`src/hw/rtl/rfs_pkg.sv`:
```
package rfs_pkg;

  // sizing
  localparam int MAX_FIELD_COUNT = 32;
  localparam int FIELD_BYTES     = 256;
  localparam int SEPARATOR_SLOTS = 7;

  localparam int LEN_W    = $clog2(FIELD_BYTES);
  localparam int FCNT_W   = $clog2(MAX_FIELD_COUNT + 1);
  localparam int IDX_W    = 5;
  localparam int BYTE_W   = 8;
  localparam int RECNUM_W = 32;
  localparam int SEPS_W   = 56;
  localparam int SCNT_W   = 3;
  localparam int CIDX_W   = 2;

  // request queue between classifier and emitter
  localparam int QUEUE_DEPTH = 4;
  localparam int QPTR_W      = $clog2(QUEUE_DEPTH);

  // character codes
  localparam logic [BYTE_W-1:0] CH_SPACE = 8'h20;
  localparam logic [BYTE_W-1:0] CH_TAB   = 8'h09;
  localparam logic [BYTE_W-1:0] CH_LF    = 8'h0A;
  localparam logic [BYTE_W-1:0] CH_CR    = 8'h0D;

  // configuration register indexes
  localparam logic [CIDX_W-1:0] REG_WS_MODE   = 2'd0;
  localparam logic [CIDX_W-1:0] REG_SEP_COUNT = 2'd1;
  localparam logic [CIDX_W-1:0] REG_SEP_CHARS = 2'd2;

  // reset values of the configuration
  localparam logic                 RST_WS_MODE   = 1'b1;
  localparam logic [SCNT_W-1:0]    RST_SEP_COUNT = 3'd1;
  localparam logic [SEPS_W-1:0]    RST_SEP_CHARS = 56'h20;

  // result slots within one bundle, in emission order
  localparam logic [1:0] SLOT_F0  = 2'd0;
  localparam logic [1:0] SLOT_F1  = 2'd1;
  localparam logic [1:0] SLOT_SUM = 2'd2;

  typedef struct packed {
    logic              vld;
    logic [BYTE_W-1:0] data;
    logic [IDX_W-1:0]  idx;
    logic              fl;
  } field_res_t;

  // every result caused by one input byte
  typedef struct packed {
    field_res_t          f0;
    field_res_t          f1;
    logic                sum_vld;
    logic [FCNT_W-1:0]   count;
    logic [RECNUM_W-1:0] recnum;
  } bundle_t;

  function automatic field_res_t mk_field(logic [BYTE_W-1:0] d, logic [IDX_W-1:0] i,
                                          logic l);
    field_res_t r;
    r.vld  = 1'b1;
    r.data = d;
    r.idx  = i;
    r.fl   = l;
    return r;
  endfunction

endpackage

```
`src/hw/rtl/rfs_front.sv`:
```
module rfs_front (
  input  logic                          clk,
  input  logic                          rst_n,
  input  logic                          cfg_valid,
  output logic                          cfg_ready,
  input  logic [rfs_pkg::CIDX_W-1:0]    cfg_index,
  input  logic [rfs_pkg::SEPS_W-1:0]    cfg_data,
  input  logic                          in_valid,
  output logic                          in_stall,
  input  logic [rfs_pkg::BYTE_W-1:0]    in_byte,
  input  logic                          in_record_end,
  input  logic                          q_full,
  output logic                          push,
  output rfs_pkg::bundle_t              push_bundle
);
  import rfs_pkg::*;

  logic                  ws_mode_r;
  logic [SCNT_W-1:0]     sep_count_r;
  logic [SEPS_W-1:0]     sep_chars_r;

  logic                  held_valid_r, held_valid_nxt;
  logic [BYTE_W-1:0]     held_byte_r, held_byte_nxt;
  logic [IDX_W-1:0]      held_index_r, held_index_nxt;
  logic [FCNT_W-1:0]     fields_seen_r, fields_seen_nxt;
  logic [LEN_W-1:0]      cur_len_r, cur_len_nxt;
  logic                  inside_r, inside_nxt;
  logic                  done_r, done_nxt;
  logic [RECNUM_W-1:0]   records_r, records_nxt;

  logic                  accept;
  logic                  line_end;
  logic                  is_sep;
  bundle_t               bnd;

  // configuration writes, always ready
  assign cfg_ready = 1'b1;

  always_ff @(posedge clk) begin
    if (!rst_n) begin
      ws_mode_r   <= RST_WS_MODE;
      sep_count_r <= RST_SEP_COUNT;
      sep_chars_r <= RST_SEP_CHARS;
    end else if (cfg_valid && cfg_ready) begin
      case (cfg_index)
        REG_WS_MODE:   ws_mode_r   <= cfg_data[0];
        REG_SEP_COUNT: sep_count_r <= cfg_data[SCNT_W-1:0];
        REG_SEP_CHARS: sep_chars_r <= cfg_data;
        default: ;
      endcase
    end
  end

  // byte classification: space and tab in whitespace mode, else a parallel compare against the separator slots
  assign line_end = (in_byte == CH_LF) || (in_byte == CH_CR);

  always_comb begin
    is_sep = 1'b0;
    if (ws_mode_r) begin
      is_sep = (in_byte == CH_SPACE) || (in_byte == CH_TAB);
    end else begin
      for (int i = 0; i < SEPARATOR_SLOTS; i++) begin
        if ((4'(i) < {1'b0, sep_count_r}) &&
            (sep_chars_r[i*BYTE_W +: BYTE_W] == in_byte)) begin
          is_sep = 1'b1;
        end
      end
    end
  end

  // field tracking and result bundle for one byte
  always_comb begin
    held_valid_nxt  = held_valid_r;
    held_byte_nxt   = held_byte_r;
    held_index_nxt  = held_index_r;
    fields_seen_nxt = fields_seen_r;
    cur_len_nxt     = cur_len_r;
    inside_nxt      = inside_r;
    done_nxt        = done_r;
    records_nxt     = records_r;
    bnd             = '0;

    if (!done_r) begin
      if (line_end || is_sep) begin
        if (held_valid_nxt) begin
          bnd.f0         = mk_field(held_byte_nxt, held_index_nxt, 1'b1);
          held_valid_nxt = 1'b0;
        end
        if (inside_nxt) begin
          inside_nxt      = 1'b0;
          fields_seen_nxt = fields_seen_nxt + 1'b1;
        end
        cur_len_nxt = '0;
        if (line_end) begin
          done_nxt = 1'b1;
        end
      end else if (inside_nxt || (fields_seen_nxt < FCNT_W'(MAX_FIELD_COUNT))) begin
        if (!inside_nxt) begin
          inside_nxt  = 1'b1;
          cur_len_nxt = '0;
        end
        if (held_valid_nxt) begin
          bnd.f0         = mk_field(held_byte_nxt, held_index_nxt, 1'b0);
          held_valid_nxt = 1'b0;
        end
        cur_len_nxt = cur_len_nxt + 1'b1;
        // long field closes on this byte
        if (cur_len_nxt == LEN_W'(FIELD_BYTES - 1)) begin
          bnd.f1          = mk_field(in_byte, IDX_W'(fields_seen_nxt), 1'b1);
          inside_nxt      = 1'b0;
          fields_seen_nxt = fields_seen_nxt + 1'b1;
          cur_len_nxt     = '0;
        end else begin
          held_valid_nxt = 1'b1;
          held_byte_nxt  = in_byte;
          held_index_nxt = IDX_W'(fields_seen_nxt);
        end
      end
    end

    // end of record: flush held byte and add the summary
    if (in_record_end) begin
      if (held_valid_nxt) begin
        bnd.f1 = mk_field(held_byte_nxt, held_index_nxt, 1'b1);
      end
      if (inside_nxt) begin
        fields_seen_nxt = fields_seen_nxt + 1'b1;
      end
      records_nxt     = records_r + 1'b1;
      bnd.sum_vld     = 1'b1;
      bnd.count       = fields_seen_nxt;
      bnd.recnum      = records_nxt;
      fields_seen_nxt = '0;
      cur_len_nxt     = '0;
      inside_nxt      = 1'b0;
      done_nxt        = 1'b0;
      held_valid_nxt  = 1'b0;
    end
  end

  // handshake towards the queue
  assign in_stall    = q_full;
  assign accept      = in_valid && !in_stall;
  assign push        = accept && (bnd.f0.vld || bnd.f1.vld || bnd.sum_vld);
  assign push_bundle = bnd;

  always_ff @(posedge clk) begin
    if (!rst_n) begin
      held_valid_r  <= 1'b0;
      held_byte_r   <= '0;
      held_index_r  <= '0;
      fields_seen_r <= '0;
      cur_len_r     <= '0;
      inside_r      <= 1'b0;
      done_r        <= 1'b0;
      records_r     <= '0;
    end else if (accept) begin
      held_valid_r  <= held_valid_nxt;
      held_byte_r   <= held_byte_nxt;
      held_index_r  <= held_index_nxt;
      fields_seen_r <= fields_seen_nxt;
      cur_len_r     <= cur_len_nxt;
      inside_r      <= inside_nxt;
      done_r        <= done_nxt;
      records_r     <= records_nxt;
    end
  end

endmodule

```
`src/hw/rtl/rfs_queue.sv`:
```
module rfs_queue (
  input  logic             clk,
  input  logic             rst_n,
  input  logic             push,
  input  rfs_pkg::bundle_t push_bundle,
  output logic             full,
  input  logic             pop,
  output logic             head_vld,
  output rfs_pkg::bundle_t head
);
  import rfs_pkg::*;

  bundle_t              q_mem [QUEUE_DEPTH];
  logic [QPTR_W-1:0]    wr_ptr_r, wr_ptr_nxt;
  logic [QPTR_W-1:0]    rd_ptr_r, rd_ptr_nxt;
  logic [QPTR_W:0]      count_r, count_nxt;

  // pointer and fill count update
  always_comb begin
    wr_ptr_nxt = wr_ptr_r;
    rd_ptr_nxt = rd_ptr_r;
    count_nxt  = count_r;
    if (push) begin
      wr_ptr_nxt = (wr_ptr_r == QPTR_W'(QUEUE_DEPTH - 1)) ? '0 : wr_ptr_r + 1'b1;
    end
    if (pop) begin
      rd_ptr_nxt = (rd_ptr_r == QPTR_W'(QUEUE_DEPTH - 1)) ? '0 : rd_ptr_r + 1'b1;
    end
    if (push && !pop) begin
      count_nxt = count_r + 1'b1;
    end else if (pop && !push) begin
      count_nxt = count_r - 1'b1;
    end
  end

  always_ff @(posedge clk) begin
    if (!rst_n) begin
      wr_ptr_r <= '0;
      rd_ptr_r <= '0;
      count_r  <= '0;
    end else begin
      wr_ptr_r <= wr_ptr_nxt;
      rd_ptr_r <= rd_ptr_nxt;
      count_r  <= count_nxt;
    end
  end

  // storage
  always_ff @(posedge clk) begin
    if (push) begin
      q_mem[wr_ptr_r] <= push_bundle;
    end
  end

  assign full     = (count_r == (QPTR_W+1)'(QUEUE_DEPTH));
  assign head_vld = (count_r != '0);
  assign head     = q_mem[rd_ptr_r];

  // checks
  a_no_overflow: assert property (@(posedge clk) disable iff (!rst_n)
    push |-> (!full || pop))
    else $error("request pushed into a full queue");

endmodule

```
`src/hw/rtl/rfs_back.sv`:
```
module rfs_back (
  input  logic                          clk,
  input  logic                          rst_n,
  input  logic                          head_vld,
  input  rfs_pkg::bundle_t              head,
  output logic                          pop,
  output logic                          out_valid,
  input  logic                          out_stall,
  output logic                          out_kind,
  output logic [rfs_pkg::BYTE_W-1:0]    out_data_byte,
  output logic [rfs_pkg::IDX_W-1:0]     out_field_index,
  output logic                          out_field_last,
  output logic [rfs_pkg::FCNT_W-1:0]    out_field_count,
  output logic [rfs_pkg::RECNUM_W-1:0]  out_record_number,
  output logic                          out_last
);
  import rfs_pkg::*;

  logic [1:0]           phase_r;
  logic                 out_valid_r;
  logic                 kind_r;
  logic [BYTE_W-1:0]    data_r;
  logic [IDX_W-1:0]     index_r;
  logic                 flast_r;
  logic [FCNT_W-1:0]    count_r;
  logic [RECNUM_W-1:0]  recnum_r;
  logic                 last_r;

  logic [2:0]           slot_v;
  logic [2:0]           pend;
  logic [1:0]           sel;
  logic                 later;
  logic                 load;
  field_res_t           sel_f;

  // pending slots at or after the current phase
  assign slot_v = {head.sum_vld, head.f1.vld, head.f0.vld};

  always_comb begin
    pend = '0;
    for (int i = 0; i < 3; i++) begin
      pend[i] = slot_v[i] && (2'(i) >= phase_r);
    end
    if (pend[SLOT_F0]) begin
      sel = SLOT_F0;
    end else if (pend[SLOT_F1]) begin
      sel = SLOT_F1;
    end else begin
      sel = SLOT_SUM;
    end
    later = 1'b0;
    for (int i = 0; i < 3; i++) begin
      if (pend[i] && (2'(i) > sel)) begin
        later = 1'b1;
      end
    end
  end

  always_comb begin
    case (sel)
      SLOT_F0: sel_f = head.f0;
      SLOT_F1: sel_f = head.f1;
      default: sel_f = '0;
    endcase
  end

  // output register loads whenever a request is queued and the register is empty or being taken
  assign load = head_vld && (!out_valid_r || !out_stall);
  assign pop  = load && !later;

  always_ff @(posedge clk) begin
    if (!rst_n) begin
      out_valid_r <= 1'b0;
      phase_r     <= '0;
    end else if (!out_valid_r || !out_stall) begin
      out_valid_r <= head_vld;
      if (head_vld) begin
        phase_r <= later ? sel + 1'b1 : '0;
      end
    end
  end

  // result payload
  always_ff @(posedge clk) begin
    if (load) begin
      kind_r <= (sel == SLOT_SUM);
      last_r <= !later;
      if (sel == SLOT_SUM) begin
        data_r   <= '0;
        index_r  <= '0;
        flast_r  <= 1'b0;
        count_r  <= head.count;
        recnum_r <= head.recnum;
      end else begin
        data_r   <= sel_f.data;
        index_r  <= sel_f.idx;
        flast_r  <= sel_f.fl;
        count_r  <= '0;
        recnum_r <= '0;
      end
    end
  end

  assign out_valid         = out_valid_r;
  assign out_kind          = kind_r;
  assign out_data_byte     = data_r;
  assign out_field_index   = index_r;
  assign out_field_last    = flast_r;
  assign out_field_count   = count_r;
  assign out_record_number = recnum_r;
  assign out_last          = last_r;

  // checks
  a_sum_is_last: assert property (@(posedge clk) disable iff (!rst_n)
    (out_valid_r && kind_r) |-> last_r)
    else $error("record summary not marked as final result");

  a_pop_has_head: assert property (@(posedge clk) disable iff (!rst_n)
    pop |-> head_vld)
    else $error("pop from an empty queue");

  a_head_pending: assert property (@(posedge clk) disable iff (!rst_n)
    head_vld |-> (pend != 3'b000))
    else $error("queued request has no result left to emit");

endmodule

```
`src/hw/rtl/record_field_splitter.sv`:
```
// channel   dir  handshake              payload
// cfg       in   cfg_valid/cfg_ready    cfg_index, cfg_data
// in        in   in_valid/in_stall      in_byte, in_record_end
// out       out  out_valid/out_stall    out_kind, out_data_byte, out_field_index,
//                                       out_field_last, out_field_count,
//                                       out_record_number, out_last
//
// one byte accepted per cycle while in_stall is low; results leave at one per cycle
// from the output register while out_stall is low; a byte causes zero to three results,
// so the emitter and its 4-entry queue set the sustained rate
// in_stall rises only while the request queue is full; out_stall holds the output register
// synchronous active-low reset clears field state, record count and queue, and restores
// the whitespace separator configuration
module record_field_splitter (
  input  logic                          clk,
  input  logic                          rst_n,
  input  logic                          cfg_valid,
  output logic                          cfg_ready,
  input  logic [rfs_pkg::CIDX_W-1:0]    cfg_index,
  input  logic [rfs_pkg::SEPS_W-1:0]    cfg_data,
  input  logic                          in_valid,
  output logic                          in_stall,
  input  logic [rfs_pkg::BYTE_W-1:0]    in_byte,
  input  logic                          in_record_end,
  output logic                          out_valid,
  input  logic                          out_stall,
  output logic                          out_kind,
  output logic [rfs_pkg::BYTE_W-1:0]    out_data_byte,
  output logic [rfs_pkg::IDX_W-1:0]     out_field_index,
  output logic                          out_field_last,
  output logic [rfs_pkg::FCNT_W-1:0]    out_field_count,
  output logic [rfs_pkg::RECNUM_W-1:0]  out_record_number,
  output logic                          out_last
);
  import rfs_pkg::*;

  logic     q_full;
  logic     push;
  bundle_t  push_bundle;
  logic     pop;
  logic     head_vld;
  bundle_t  head;

  // classifier
  rfs_front u_front (
    .clk           (clk),
    .rst_n         (rst_n),
    .cfg_valid     (cfg_valid),
    .cfg_ready     (cfg_ready),
    .cfg_index     (cfg_index),
    .cfg_data      (cfg_data),
    .in_valid      (in_valid),
    .in_stall      (in_stall),
    .in_byte       (in_byte),
    .in_record_end (in_record_end),
    .q_full        (q_full),
    .push          (push),
    .push_bundle   (push_bundle)
  );

  // request queue
  rfs_queue u_queue (
    .clk         (clk),
    .rst_n       (rst_n),
    .push        (push),
    .push_bundle (push_bundle),
    .full        (q_full),
    .pop         (pop),
    .head_vld    (head_vld),
    .head        (head)
  );

  // result emitter
  rfs_back u_back (
    .clk               (clk),
    .rst_n             (rst_n),
    .head_vld          (head_vld),
    .head              (head),
    .pop               (pop),
    .out_valid         (out_valid),
    .out_stall         (out_stall),
    .out_kind          (out_kind),
    .out_data_byte     (out_data_byte),
    .out_field_index   (out_field_index),
    .out_field_last    (out_field_last),
    .out_field_count   (out_field_count),
    .out_record_number (out_record_number),
    .out_last          (out_last)
  );

endmodule
```
`config.mk`:
```
export PLATFORM = sky130hd
export DESIGN_NAME = record_field_splitter
export DESIGN_NICKNAME = d
export VERILOG_FILES = /design/src/hw/rtl/rfs_pkg.sv /design/src/hw/rtl/rfs_front.sv /design/src/hw/rtl/rfs_queue.sv /design/src/hw/rtl/rfs_back.sv /design/src/hw/rtl/record_field_splitter.sv
export SDC_FILE = /design/constraint.sdc
export NUM_CORES = 1
export LEC_CHECK = 0
export BUFFER_PORTS_ARGS = -buffer_cell sky130_fd_sc_hd__buf_4
export CAP_MARGIN = 10
export CORE_MARGIN = 8
export CORE_UTILIZATION = 35
export DETAILED_ROUTE_END_ITERATION = 8
export PLACE_DENSITY = 0.48
export SYNTH_ARGS = -nofsm -noshare
export SYNTH_HDL_FRONTEND = slang
export SYNTH_HIERARCHICAL = 1
export SYNTH_SLANG_ARGS = --single-unit
export TNS_END_PERCENT = 100
```
`constraint.sdc`:
```
create_clock -name clk -period 8.5 [get_ports clk]
set_clock_uncertainty 0.05 [all_clocks]
set_input_delay 1.7 -clock clk [delete_from_list [all_inputs] [get_ports clk]]
set_output_delay 1.7 -clock clk [all_outputs]
set_load 0.01 [all_outputs]
```
======== Yosys cells after proc, flatten, opt, wreduce, memory -nomap -nowiden ========
Memory sizes are Yosys's and may differ from the RTL's. A register that Yosys moved wholly into a read port is not among the register bits.
Index checks and enable logic that the tools add are counted.
operators by class
  add/sub/neg operators ................... 9
  muxes and demuxes ....................... 69
  eq/ne operators ......................... 20
  magnitude comparators ................... 14
  reductions and logical operators ........ 43
operators with widths
  operator               number
  $mux 8                 13
  $mux 15                6
  $mux 30                2
  $eq 8x8->1             7
  $mux 54                1
  $mux 6                 7
  $add 32x1->32 const B  1
  $pmux 14 s2            1
  $mux 1                 26
  $eq 8x4->1 const B     3
  $mux 5                 4
  $logic_and 1x1->1      19
  $mux 2                 7
  $add 6x1->6 const B    2
  $reduce_and 2->1       5
  $lt 3x3->1 const A     3
  $add 8x1->8 const B    1
  $eq 2x2->1 const B     4
  $eq 8x6->1 const B     1
  $eq 8x8->1 const B     1
  $logic_or 1x1->1       7
  $add 2x1->2 const B    3
  $logic_not 1->1        6
  $lt 1x3->1 const A     2
  other kinds (16)       23
storage, ports and cells
  memory bits (writable) .................. 276
  flip-flop bits (word level) ............. 186
  output and inout bits ................... 57
  memories ................................ 1
  logic and storage cells ................. 179
memories
  name           depth  bits a word  read ports  clocked after memory_dff  wr ports  line             text
  u_queue.q_mem  4      69           1           1                         1         rfs_queue.sv:13  bundle_t q_mem [QUEUE_DEPTH];

======== Longest topological paths before layout ========
Gate-level depths: netlist (run 1).
  depth in word-level cells ............... 29
  mapped depth ............................ 18
  mapped depth without buffers ............ 16

======== Hierarchy ========
The synthesis (run 1) kept the hierarchy.
modules (own cells, without submodules)
  module     cells an instance  times used  seq. area each (sq um)  area an instance (sq um)
  rfs_queue  405                1           8468.1                  10426.2
  rfs_front  893                1           2442.3                  7165.6
  rfs_back   132                1           1681.6                  2238.4

======== Worst setup path after synthesis (run 1) ========
Ideal clock, no wire load.
  path type ............................... input port to flip-flop
  start point ............................. input in_byte[0] (netlist bit)
  end point ............................... memory u_queue/q_mem[0][0] (netlist bit), enable pin
  library setup time ...................... 434 ps
  slack ................................... 2724 ps
  arrival ................................. 5292 ps
  stages .................................. 11
  required time ........................... 8016 ps
  path through ............................ buf_6 or4b_1 a21oi_1 o21ai_1 nand2_2 o31ai_4 a21oi_1 and2_1 a211oi_1 nor2_1 and2_1
RTL lines
  element      line                         text
  from (decl)  record_field_splitter.sv:23  input logic [rfs_pkg::BYTE_W-1:0] in_byte,
  to (decl)    rfs_queue.sv:13

==> reports/results.txt, run 1 <==
The tools report the data required time at the worst endpoint as 8.69 ns. The die is 254 um tall. The number of buffers inserted by hold repair at cts was 0; the total power consumption of the routed design was 6.34 mW.

Summing the areas of all and, or, nand and nor instances in the mapped netlist gives 12.0% of the synthesized area. In this run the horizontal extent of the chip is 254 um. The post-synthesis xor/xnor area fraction was 4.88%; the number of CTS-inserted buffers was 50. The number of gates resized after CTS was 0. The main flop type after synthesis is sky130_fd_sc_hd__edfxtp_1. TritonCTS built the clock tree.

When the netlist entered floorplanning its net count stood at 1515. The number of cells after detailed placement is 2245, and the number of global-route vias before repair is 11.7k. Once the clock tree was built, the setup fixing pass inserted 0 buffers. The number of unique standard cell types used by synthesis came out at 78.

The critical path goes through buf_4, or4b_1, a21oi_1, o21ai_1, nand2_2, o31ai_4, a21oi_1, and2_1, a211oi_1, nor2_1, and2_2, buf_4. Global routing used 14.4% of the available tracks across all layers. The detailed router placed 11.4k vias in this run. After clock tree synthesis, the clock-pin slew on the worst setup and hold paths is 0.06 ns.

The number of top-level design ports was 129. The critical path's largest stage delay was 0.82 ns. The die covers 64500 um^2. The power per standard cell area is 274 nW/um^2. The run finished with clean final reports. Of all nets on the critical path, the largest fanout is 32. In this run the tool buffered the top-level ports with 127 buffer cells. The tools report the number of H-tree branching levels as 2.

The number of hold-slack violations in the final timing report was 0; the multiplexer share of the synthesized area was 9.05%. The detail route stage leaves a number of antenna-violating nets equal to 0. STA classifies the critical path endpoint as a flip-flop. Measured against its own limit, the worst slew margin works out to 19.4%.

For the worst setup path, the data arrival time is 5.83 ns. The part of the Yosys area used for sequential elements was 63.5%; the number of maximum-capacitance violations was 0. For this design, the slowest cell found on the critical path is sky130_fd_sc_hd__and2_2.

For the pin with the worst max-slew slack, the measured transition is 1.20 ns. The run gives 0 as the max-slew violation total from the final report. In the routed layout, each cell is associated on average with a via count of 4.88. The placeable core region was 56200 um^2. The net count of the finished layout is 1626. The share of flip-flops with an asynchronous set or reset after synthesis came out at 0%.

After routing the design area is 23100 um^2. Start-to-end type of the worst setup path: input port to flip-flop. In this run the static leakage power is 7.85 nW.

The floorplan has 87 rows. Routability-driven placement finished with a final weighted congestion of 0.755. The routed design could run at a clock period as short as 5.63 ns. The logs give 3 for the clock tree buffer depth and 120 for the pin count of the biggest net entering global routing. The count of yosys warnings during synthesis was 6; the number of enable-type register cells in the synthesized netlist was 330.

The tools report the length of the first detailed-routing pass in iterations as 5. Hold is met by 0.428 ns. The first global-routing pass estimated 72.0 mm of wire.

The logs give 35.3% for the initial standard-cell utilization of the core and 0 ns for the sum of negative setup slack. The post-detailed-route DRC marker count is 0, and the number of failing setup endpoints in the final timing report is 0. For the number of instances in the synthesized netlist, the log shows 1430. The run gives 19800 um^2 as the post-synthesis cell area. The synthesized netlist devotes 0.909% of its cell area to adder and majority cells. Static timing analysis puts the maximum clock frequency at 178 MHz.

Across the VDD grid, the largest voltage drop is 0.153 mV. The number of antenna diodes in the final layout is 0. The run gives 21400 um^2 as the post-placement cell area. The sort of element at the start of the critical path is an input port.

The area growth from synthesis to layout is 16.6%. Setup repair after global routing left no endpoint under its margin. The wire-length estimate of the detail-placed layout is 30.1 mm. The tools report the initial DRC count as 700. The synthesized netlist devotes 6.95% of its cell area to compound gates. The filler cells instantiated in the layout total 5273.

Of the cells placed in the final design, the portion with a size suffix greater than 1 is 20.0%. Each instance of the synthesized netlist takes up on average 13.9 um^2. The run gives 2.87 ns as the worst path setup slack after routing.

Ratio of final minimum period to clock period: 66.3%. Counting both buffers and inverters, the worst setup path holds a total of 2. The total overflow left after global routing is 0. The run gives 0 as the number of antenna violations at the first check in global routing.

CTS placed an instance of sky130_fd_sc_hd__clkbuf_16 at the clock tree root. The logs give 2339 for the number of standard cells in the final layout excluding fillers and 2.21 ns for the setup slack after placement. The synthesized design contains 464 register bits.

After detailed routing, the average wire length per cell comes to 19.8 um. After synthesis, the largest family of logic cells by area is simple AND/OR/NAND/NOR gates. The insertion delay of the later-clocked pin in the worst-skew pair came out at 0.58 ns. Kind of cell adding the most delay to the critical path: simple AND/OR/NAND/NOR gates. The tree built by TritonCTS fans out to 464 sinks.

The overall routed net length was 46.4 mm. The worst min-delay path class is flip-flop to flip-flop. At the end of the flow the core is filled with cells to 41.2%.
cell families (layout without fill, tap and decap cells):
group / count (synthesis) / after routing
buf+inv: 101 / 254
simple gates: 462 / 462
fa+ha+maj: 14 / 14
other cells: 1 / 1
xor+xnor: 109 / 109
compound gates: 186 / 186
flops: 464 / 464
mux: 93 / 93
state kept, by name, summed over array words and instances (netlist names), 5 cells and up, named ones only:
name / cells
u_front/sep_chars_r: 56
u_queue/q_mem: 276
u_front/cur_len_r: 8
u_front/held_index_r: 5
u_back/out_field_count: 6
u_front/records_r: 32
u_front/held_byte_r: 8
u_back/out_data_byte: 8
u_front/fields_seen_r: 6
u_back/out_record_number: 32
u_back/out_field_index: 5
where the power goes:
part	internal, mW	switching [mW]
Clock	1.35	0.876
Combinational	0.579	0.665
Sequential	2.74	0.126
Total	4.67	1.67
layer usage:
layer / share of wire [%] / track usage (%)
met1: 49 / 21.1
met2: 44 / 21.8
met3: 5.2 / 3.04
met4: 1.7 / 3.27
met5: 0 / 0
worst reg2reg max path, cell delays in order (launching register included):
cell and delay (ns):
sky130_fd_sc_hd__dfxtp_1 0.38, sky130_fd_sc_hd__xnor2_1 0.13, sky130_fd_sc_hd__nand4_1 0.15, sky130_fd_sc_hd__o311a_1 0.37, sky130_fd_sc_hd__nand2_1 0.15, sky130_fd_sc_hd__o31ai_4 0.15, sky130_fd_sc_hd__a21oi_1 0.78, sky130_fd_sc_hd__and2_1 0.33
sky130_fd_sc_hd__a211oi_1 0.10, sky130_fd_sc_hd__nor2_1 0.37, sky130_fd_sc_hd__and2_2 0.82, sky130_fd_sc_hd__buf_4 0.47
layout by cell type, fill, tap and decap left out, drive strengths merged, types with 26 or more instances in the layout:
cell type  netlist  routed
a21boi          74      74
a22o            26      26
and2            70      70
buf             36     141
clkbuf          46      78
dfxtp          134     134
edfxtp         330     330
mux4            69      69
nand2          164     164
nand3           33      33
nor2            50      50
nor2b           34      34
o21ai           31      31
xnor2           83      83
Yosys cell counts, types with 17 or more instances:
cell	count	area, um^2
sky130_fd_sc_hd__dfxtp_1	134	2680
sky130_fd_sc_hd__inv_1	18	67.6
sky130_fd_sc_hd__mux4_2	69	1550
sky130_fd_sc_hd__mux2i_1	23	230
sky130_fd_sc_hd__and3_1	21	131
sky130_fd_sc_hd__or3_1	23	144
sky130_fd_sc_hd__o21ai_0	27	135
sky130_fd_sc_hd__a21boi_0	72	541
sky130_fd_sc_hd__edfxtp_1	330	9910
sky130_fd_sc_hd__buf_4	17	128
sky130_fd_sc_hd__nor2b_1	33	206
sky130_fd_sc_hd__a21oi_1	18	90.1
sky130_fd_sc_hd__xnor2_1	83	727
sky130_fd_sc_hd__nor2_1	50	188
sky130_fd_sc_hd__and2_1	69	432
sky130_fd_sc_hd__nand2_1	163	612
sky130_fd_sc_hd__nand4_1	21	131
sky130_fd_sc_hd__clkbuf_1	45	169
sky130_fd_sc_hd__xor2_1	25	219
sky130_fd_sc_hd__nand3_1	32	160
path summary, 6_finish.rpt:
check,from,endpoint,slack [ns],depth (start not counted)
max,in_byte[0],u_queue/q_mem[3][54],2.87,12
min,u_front/sep_chars_r[19],u_front/sep_chars_r[19],0.43,2
max reg2reg,u_front/sep_chars_r[6],u_queue/q_mem[3][54],3.91,11
min reg2reg,u_front/sep_chars_r[19],u_front/sep_chars_r[19],0.43,2
final cells by class:
cell class              count  area (um^2)  area share, %
clock buffers              78         1440           6.23
clock inverters            16          254           1.10
inverters                  19         71.3          0.308
multi-input cells         865         6720           29.0
flip-flops and latches    464        12600           54.5
well taps                 756          946           4.09
repair buffers            141         1100           4.74
Note: power is estimated with default switching activity, not from simulation.
==> run 2: changes to the inputs <==
--- a/config.mk
+++ b/config.mk
@@ -10,7 +10,7 @@
 export CORE_MARGIN = 8
 export CORE_UTILIZATION = 35
 export DETAILED_ROUTE_END_ITERATION = 8
-export PLACE_DENSITY = 0.48
+export PLACE_DENSITY = 0.5
 export SYNTH_ARGS = -nofsm -noshare
 export SYNTH_HDL_FRONTEND = slang
 export SYNTH_HIERARCHICAL = 1
==> constraint.sdc (replaced) <==
create_clock -name clk -period 5.1 [get_ports clk]
set_clock_uncertainty 0.05 [all_clocks]
set_input_delay 1.02 -clock clk [delete_from_list [all_inputs] [get_ports clk]]
set_output_delay 1.02 -clock clk [all_outputs]
set_load 0.01 [all_outputs]
==> run 2 against run 1 <==
Clock power is 60% higher. Sequential power is 67% higher. First-iteration DRC count is 15% lower. Routed wire length is 3.5% lower. Core utilization hardly changed. Clock-buffer cell count is 10 lower. Via count is 0.25% higher. Non-clock buffer count is 10 higher. Setup slack worse by 2.0 ns. Design area hardly changed. Highest routed layer unchanged.
==> reports/results.txt, run 2 (synthesis results as in run 1) <==
The worst pin sits at a relative slew slack of 28.0%. VDD sags by at most 0.262 mV. The pin count of the biggest net entering global routing is 97, and the post-DP HPWL is 28.4 mm. For the number of nets in the finished design, the log shows 1636. Kind of cell adding the most delay to the critical path: simple AND/OR/NAND/NOR gates.

For this run, the top clock speed supported by timing is 239 MHz. In the final layout, the share of cells above drive strength 1 is 20.2%. The filler cells instantiated in the layout total 5308.

Once the clock tree was built, the setup fixing pass inserted 0 buffers. Root cell of the clock tree: sky130_fd_sc_hd__clkbuf_16. For this run, the detailed router's first-pass iteration total came to 5. Clock tree synthesis inserted a total of 50 buffers.

The path with the worst hold slack has its endpoint at u_front/sep_chars_r[22]. The first global-routing pass estimated 70.8 mm of wire. The top cell types in the final layout, fill and taps aside, are sky130_fd_sc_hd__edfxtp_1 (330), sky130_fd_sc_hd__nand2_1 (163), sky130_fd_sc_hd__buf_4 (146), sky130_fd_sc_hd__dfxtp_1 (132), sky130_fd_sc_hd__xnor2_1 (83). The hold path depth works out to 2.

After detailed routing, the number of vias per cell comes to 4.87. Top register by number of flip-flops: u_queue/q_mem. TritonCTS built the clock tree. The most common cell after layout, fill and taps aside was sky130_fd_sc_hd__edfxtp_1. Port buffering added 127 buffers. On the critical path, the stage with the largest delay is an instance of sky130_fd_sc_hd__o41a_1.

The number of antenna violations at the first check in global routing was 0. Dividing total power by cell area gives a power density of 451 nW/um^2. The total clock sinks is 464, and the setup slack after placement is 0.320 ns. Traced cell by cell, the critical path runs through buf_4, xnor2_1, nand4_1, nor2_1, o41a_1, o31ai_4, buf_4, and2_1, a211oi_1, nor2_1, ha_1, inv_1, fa_1, xor2_1, or3_1, a21boi_0. The clock passes through at most 3 buffers.

Number of maximum-capacitance violations: 0. For the remaining antenna violation count after routing, the log shows 0. The worst setup path is launched from an input port.

For this design the static power due to leakage is 7.87 nW. The largest registers in the layout are u_queue/q_mem x276, u_front/sep_chars_r x56. In this run the count of I/O pins placed on the die edge is 129. In this run the most critical hold path is launched from u_front/sep_chars_r[22]. The total area inside the core boundary comes to 56200 um^2.

The run gives 0 as the global-route congestion overflow total. Global routing used 14.0% of the available tracks. Global routing used 3.11% of the available met3 tracks.

The tools report the startpoint of the worst register-to-register path as u_front/sep_chars_r[20]. The layout-stage area growth over the synthesis result came out at 16.7%. The routed layout has 11.4k vias. The endpoint identified for the worst register-to-register timing path is u_queue/count_r[2].

The logs give 0 for the max-slew violation total from the final report and 0 for the post-detailed-route DRC marker count. The data required time at the worst endpoint is 5.55 ns. Across all setup checks in the final design, the least slack found is 0.913 ns.

For this design, the CTS-stage hold fixing added 0 buffers. The reg2reg setup slack is 1.21 ns, and the critical path data arrival time is 4.64 ns. At the later pin of the worst-skew pair, clock insertion delay measures 0.59 ns. The initial standard-cell utilization of the core was 35.3%; the met2 track utilization from global routing was 22.3%. Routability-driven placement finished with a final weighted congestion of 0.782. The endpoint type of the worst setup path is a flip-flop.

The number of cells on the worst reg-to-reg path was 15; the minimum clock period after layout was 4.19 ns. The setup path with the least slack is of type input port to flip-flop. The H-tree generated during clock tree synthesis spans 2 levels.

The logs give 0 for the number of hold-slack violations in the final timing report and 0 ns for the sum of negative setup slack. The worst min-delay path class was flip-flop to flip-flop. Global routing used 19.2% of the available met1 tracks. The overall routed net length came out at 44.8 mm. Together, buffers and inverters on the worst path number 3. The flow ran to the end, and the final reports show no timing, DRC or antenna violations. The floorplan step set the die width to 254 um.

met2 is the most crowded layer. The number of global-route vias before repair was 11.8k; the average wire length per cell after detail routing was 19.1 um. The register with the most flip-flops in the layout has 276 of them. The maximum fanout along the worst path was 11; the antenna diode count was 0. The largest single stage delay on the critical path is 0.51 ns.

The number of failing setup endpoints in the final timing report was 0; the post-cts repair resize count was 0. The initial DRC count is 598, and the number of placement rows is 87. Setup repair after global routing left no endpoint under its margin.

After layout, the worst path uses 82.1% of the clock period. At the pin with the least slew margin, the transition time is 1.08 ns. The area of the die is 64500 um^2, and the vertical die dimension is 254 um. Clock-pin slew on the worst setup and hold paths: 0.06 ns.
==> run 2: area by class of cell <==
cell class	count	area, um^2	share of cell area [%]
Tap cell	756	946	4.09
Sequential cell	464	12600	54.4
Timing Repair Buffer	151	1200	5.17
Multi-Input combinational cell	865	6720	29.0
Inverter	19	71.3	0.308
Clock inverter	25	280	1.21
Clock buffer	68	1330	5.74
==> run 2: where the power goes <==
| part | switching [mW] | internal (mW) |
|---|---|---|
| Sequential | 0.212 | 4.58 |
| Clock | 1.47 | 2.09 |
| Combinational | 1.11 | 0.976 |
==> run 2: tightest hold or removal path, cell delays in order, from the launching register on <==
cell                       delay [ns]
sky130_fd_sc_hd__dfxtp_1         0.32
sky130_fd_sc_hd__nand2_1         0.05
sky130_fd_sc_hd__a21boi_0        0.06
==> run 2: worst max path at each step <==
stage | from | end | slack (ns) | cells after the start
global route | in_byte[7] | u_queue/count_r[2] | 0.71 | 16
detailed placement | in_byte[7] | u_queue/count_r[2] | 0.32 | 16
CTS | in_byte[7] | u_queue/count_r[2] | 0.94 | 16
global placement | in_byte[7] | u_queue/count_r[2] | 0.45 | 16
floorplan | in_byte[0] | u_queue/q_mem[0][0] | 0.004 | 11
finish | in_byte[7] | u_queue/count_r[2] | 0.91 | 16
==> run 2: per-layer routing <==
layer	wire length (um)	vias up	share of wire, %
met4	732	0	1.6
met3	2050	50	4.6
met2	20600	219	46
met5	0	-	0
met1	21400	5667	48
li1	-	5500	-
==> run 2: through the flow <==
| step | instances | hold slack [ns] | power, mW | instance area, um^2 | util [%] |
|---|---|---|---|---|---|
| global route | 2348 | 0.460 | 10.9 | 23100 | 41.2 |
| finish | 2348 | 0.432 | 10.4 | 23100 | 41.2 |
| CTS | 2348 | 0.437 | 10.6 | 23100 | 41.2 |
| global placement | 2255 | 0.423 | 7.02 | 21500 | 38.3 |
| floorplan | 1430 | 0.405 | 6.18 | 19800 | - |
| detailed placement | 2255 | 0.428 | 7.03 | 21500 | 38.3 |
==> run 3: changes to the inputs <==
==> constraint.sdc (replaced) <==
create_clock -name clk -period 3.41 [get_ports clk]
set_clock_uncertainty 0.05 [all_clocks]
set_input_delay 0.682 -clock clk [delete_from_list [all_inputs] [get_ports clk]]
set_output_delay 0.682 -clock clk [all_outputs]
set_load 0.01 [all_outputs]
==> run 3 against run 2 <==
Global-route usage is 0.25 points higher. Combinational power is 63% higher. First-iteration DRC count is 1.0% lower. Clock-buffer cell count is 9 higher. Largest cell class unchanged. Sequential power is 47% higher. Critical endpoint unchanged. Die area stayed put. Setup slack worse by 0.78 ns. Sequential cell count stayed put. Via count is 3.0% higher. Largest power group unchanged. Core utilization is 1.3 points higher. Routed wire length is 1.8% higher. Sequential share of layout area is 1.6 points lower.
==> reports/results.txt, run 3 (synthesis results as in run 1) <==
The run finished with clean final reports. For the worst flop-to-flop path, the logic depth is 15. The number of antenna diodes in the final layout is 0. The worst setup path is launched from a flip-flop. The logs give 0.800 for the last weighted congestion value of the routability-driven placer and 0.13 ns for the reg2reg setup slack. The logs give 2 for the number of H-tree branching levels and 0.60 ns for the insertion delay of the later-clocked pin in the worst-skew pair. The ratio of final minimum period to clock period is 96.2%, and the layout-stage area growth over the synthesis result is 20.3%.

For the detailed-route via count, the log shows 11.8k. The worst register-to-register path begins at u_front/sep_chars_r[5]. In the routed design, unresolved DRC markers number 0. The first detailed-routing pass ran for 4 iterations. The remaining antenna violation count after routing was 0. Start-to-end type of the worst setup path: flip-flop to flip-flop. The finished layout holds 2419 standard cells, fillers aside. Port buffering added 127 buffers. The run gives 464 as the total clock sinks. The number of hold-slack violations in the final timing report was 0; the overall fraction of global-route tracks in use was 14.2%. The max-slew violation total from the final report was 0.

For this configuration, the core starts out at a cell density of 35.3%. The capture point of the worst reg-to-reg path was u_queue/count_r[2]. The initial DRC count was 592; the number of nets in the finished design was 1705.

Entering global routing, the biggest net connects 89 pins. The vertical die dimension was 254 um; the clock tree buffer depth was 3. The number of maximum-capacitance violations was 0. The launching element of the worst setup path was u_front/sep_chars_r[5].

Dividing the detail-routed via count by the number of cells gives 4.87. The worst min-delay path class was input port to flip-flop. The number of hold buffers added after CTS was 0. Wires add up to 45.6 mm. TritonCTS created 51 clock buffers.

The clock-pin slew on the worst setup and hold paths is 0.06 ns. Setup violations remaining at the end of the flow were counted as 0. The core region is 56200 um^2.

Setup repair after global routing left no endpoint under its margin. Pin placement for this block handled 129 I/O pins. Endpoint type of the worst setup path: a flip-flop. From left edge to right edge, the die measures 254 um. In this run the static leakage power is 8.28 nW.

In this run, post-CTS repair resized a total of 0 instances. In the layout the commonest cells are sky130_fd_sc_hd__edfxtp_1 (330), sky130_fd_sc_hd__buf_4 (204), sky130_fd_sc_hd__nand2_1 (163), sky130_fd_sc_hd__dfxtp_1 (132), sky130_fd_sc_hd__xnor2_1 (83). Number of placement rows: 87.

After detailed routing, the average wire length per cell comes to 18.8 um. The maximum clock rate was 305 MHz; the maximum fanout along the worst path was 3. Data on the critical path is required at its endpoint by 3.88 ns. After global routing the overflow that remains totals 0. With fillers left out, the area of the finished cells amounts to 23900 um^2. Across the VDD grid, the largest voltage drop is 0.388 mV. The worst pin sits at a relative slew slack of 23.1%. The number of antenna violations at the first check in global routing was 0; the pin slew with the least headroom to its limit was 1.15 ns. Number of cells after detailed placement: 2323. The number of setup buffers added after CTS is 0, and the flip-flop count of the largest register, all copies and words added is 276. The post-route netlist has 24.5% of its cells at a drive strength greater than 1. The top register by number of flip-flops was u_queue/q_mem. Cells fill 42.5% of the core in the end. For the post-placement cell area, the log shows 22200 um^2.

The met2 track utilization from global routing is 22.5%. For the number of global-route vias before repair, the log shows 12.3k. The cell with the largest stage delay on the worst path is sky130_fd_sc_hd__o311a_1.

The tree is rooted in a sky130_fd_sc_hd__clkbuf_16. The die covers 64500 um^2. The largest registers in the layout are u_queue/q_mem x276, u_front/sep_chars_r x56.

The first-pass GRT wire length was 71.9 mm. TritonCTS built the clock tree. Global routing used 3.03% of the available met3 tracks. The largest single stage delay on the critical path is 0.42 ns. Following the worst setup path forward leads to its endpoint at u_queue/count_r[2].

After legalization and detailed placement, the total HPWL measured 30.0 mm. In this run the most used layer during global routing was met2. Global routing used 19.8% of the available met1 tracks. Most common cell after layout, fill and taps aside: sky130_fd_sc_hd__edfxtp_1. The critical path data arrival time was 3.75 ns; the power per standard cell area was 663 nW/um^2. Hold is met by 0.260 ns. Traced cell by cell, the critical path runs through xnor2_1, nand4_1, o311a_1, nand2_1, o31ai_4, a21oi_2, and2_4, a211oi_2, nor2_2, ha_2, inv_2, fa_2, xor2_1, or3_1, a21boi_1.

Subtracting the final worst setup slack from the clock period gives 3.28 ns.
-- run 3: cell type report --
type,instances,area [um^2]
clock buffer,77,1470
sequential,464,12600
timing repair buffer,219,1830
inverter,19,71.3
multi-input combinational,865,6750
clock inverter,19,185
tap,756,946
fill,5270,32300
-- run 3: worst min path at each step --
stage | depth (start not counted) | start | end | slack [ns]
after floorplan | 2 | u_front/sep_chars_r[32] | u_front/sep_chars_r[32] | 0.41
after global placement | 2 | u_front/sep_chars_r[19] | u_front/sep_chars_r[19] | 0.42
after detailed placement | 2 | u_front/sep_chars_r[19] | u_front/sep_chars_r[19] | 0.42
after CTS | 3 | cfg_data[5] | u_front/sep_chars_r[5] | 0.23
after global routing | 3 | cfg_data[5] | u_front/sep_chars_r[5] | 0.26
final | 3 | cfg_data[5] | u_front/sep_chars_r[5] | 0.26
-- run 3: through the flow --
step / setup slack (ns) / setup TNS (ns) / power [mW]
after floorplan: -0.299 / -27.99 / 9.25
after global placement: -0.291 / -24.12 / 10.6
after detailed placement: -0.411 / -40.58 / 10.7
after CTS: 0.152 / 0 / 16.1
after global routing: 0.00593 / 0 / 16.6
final: 0.128 / 0 / 15.8
-- run 3: report_power, final --
group / switching, mW / internal [mW] / total, mW
Sequential: 0.219 / 6.84 / 7.05
Clock: 2.22 / 3.15 / 5.37
Combinational: 1.80 / 1.59 / 3.39
-- run 3: worst max-delay path, delay by kind of cell (launching register included) --
kind	cells	cell delay (ns)
compound gates	5	0.88
xor+xnor	2	0.37
simple gates	5	1.00
flops	1	0.32
buf+inv	1	0.04
fa+ha+maj	2	0.55
-- run 3: per-layer routing --
| metal | routed length, um | up-vias |
|---|---|---|
| li1 | - | 5656 |
| met1 | 22000 | 5848 |
| met2 | 20800 | 223 |
| met3 | 2030 | 57 |
| met4 | 764 | 0 |
| met5 | 0 | - |
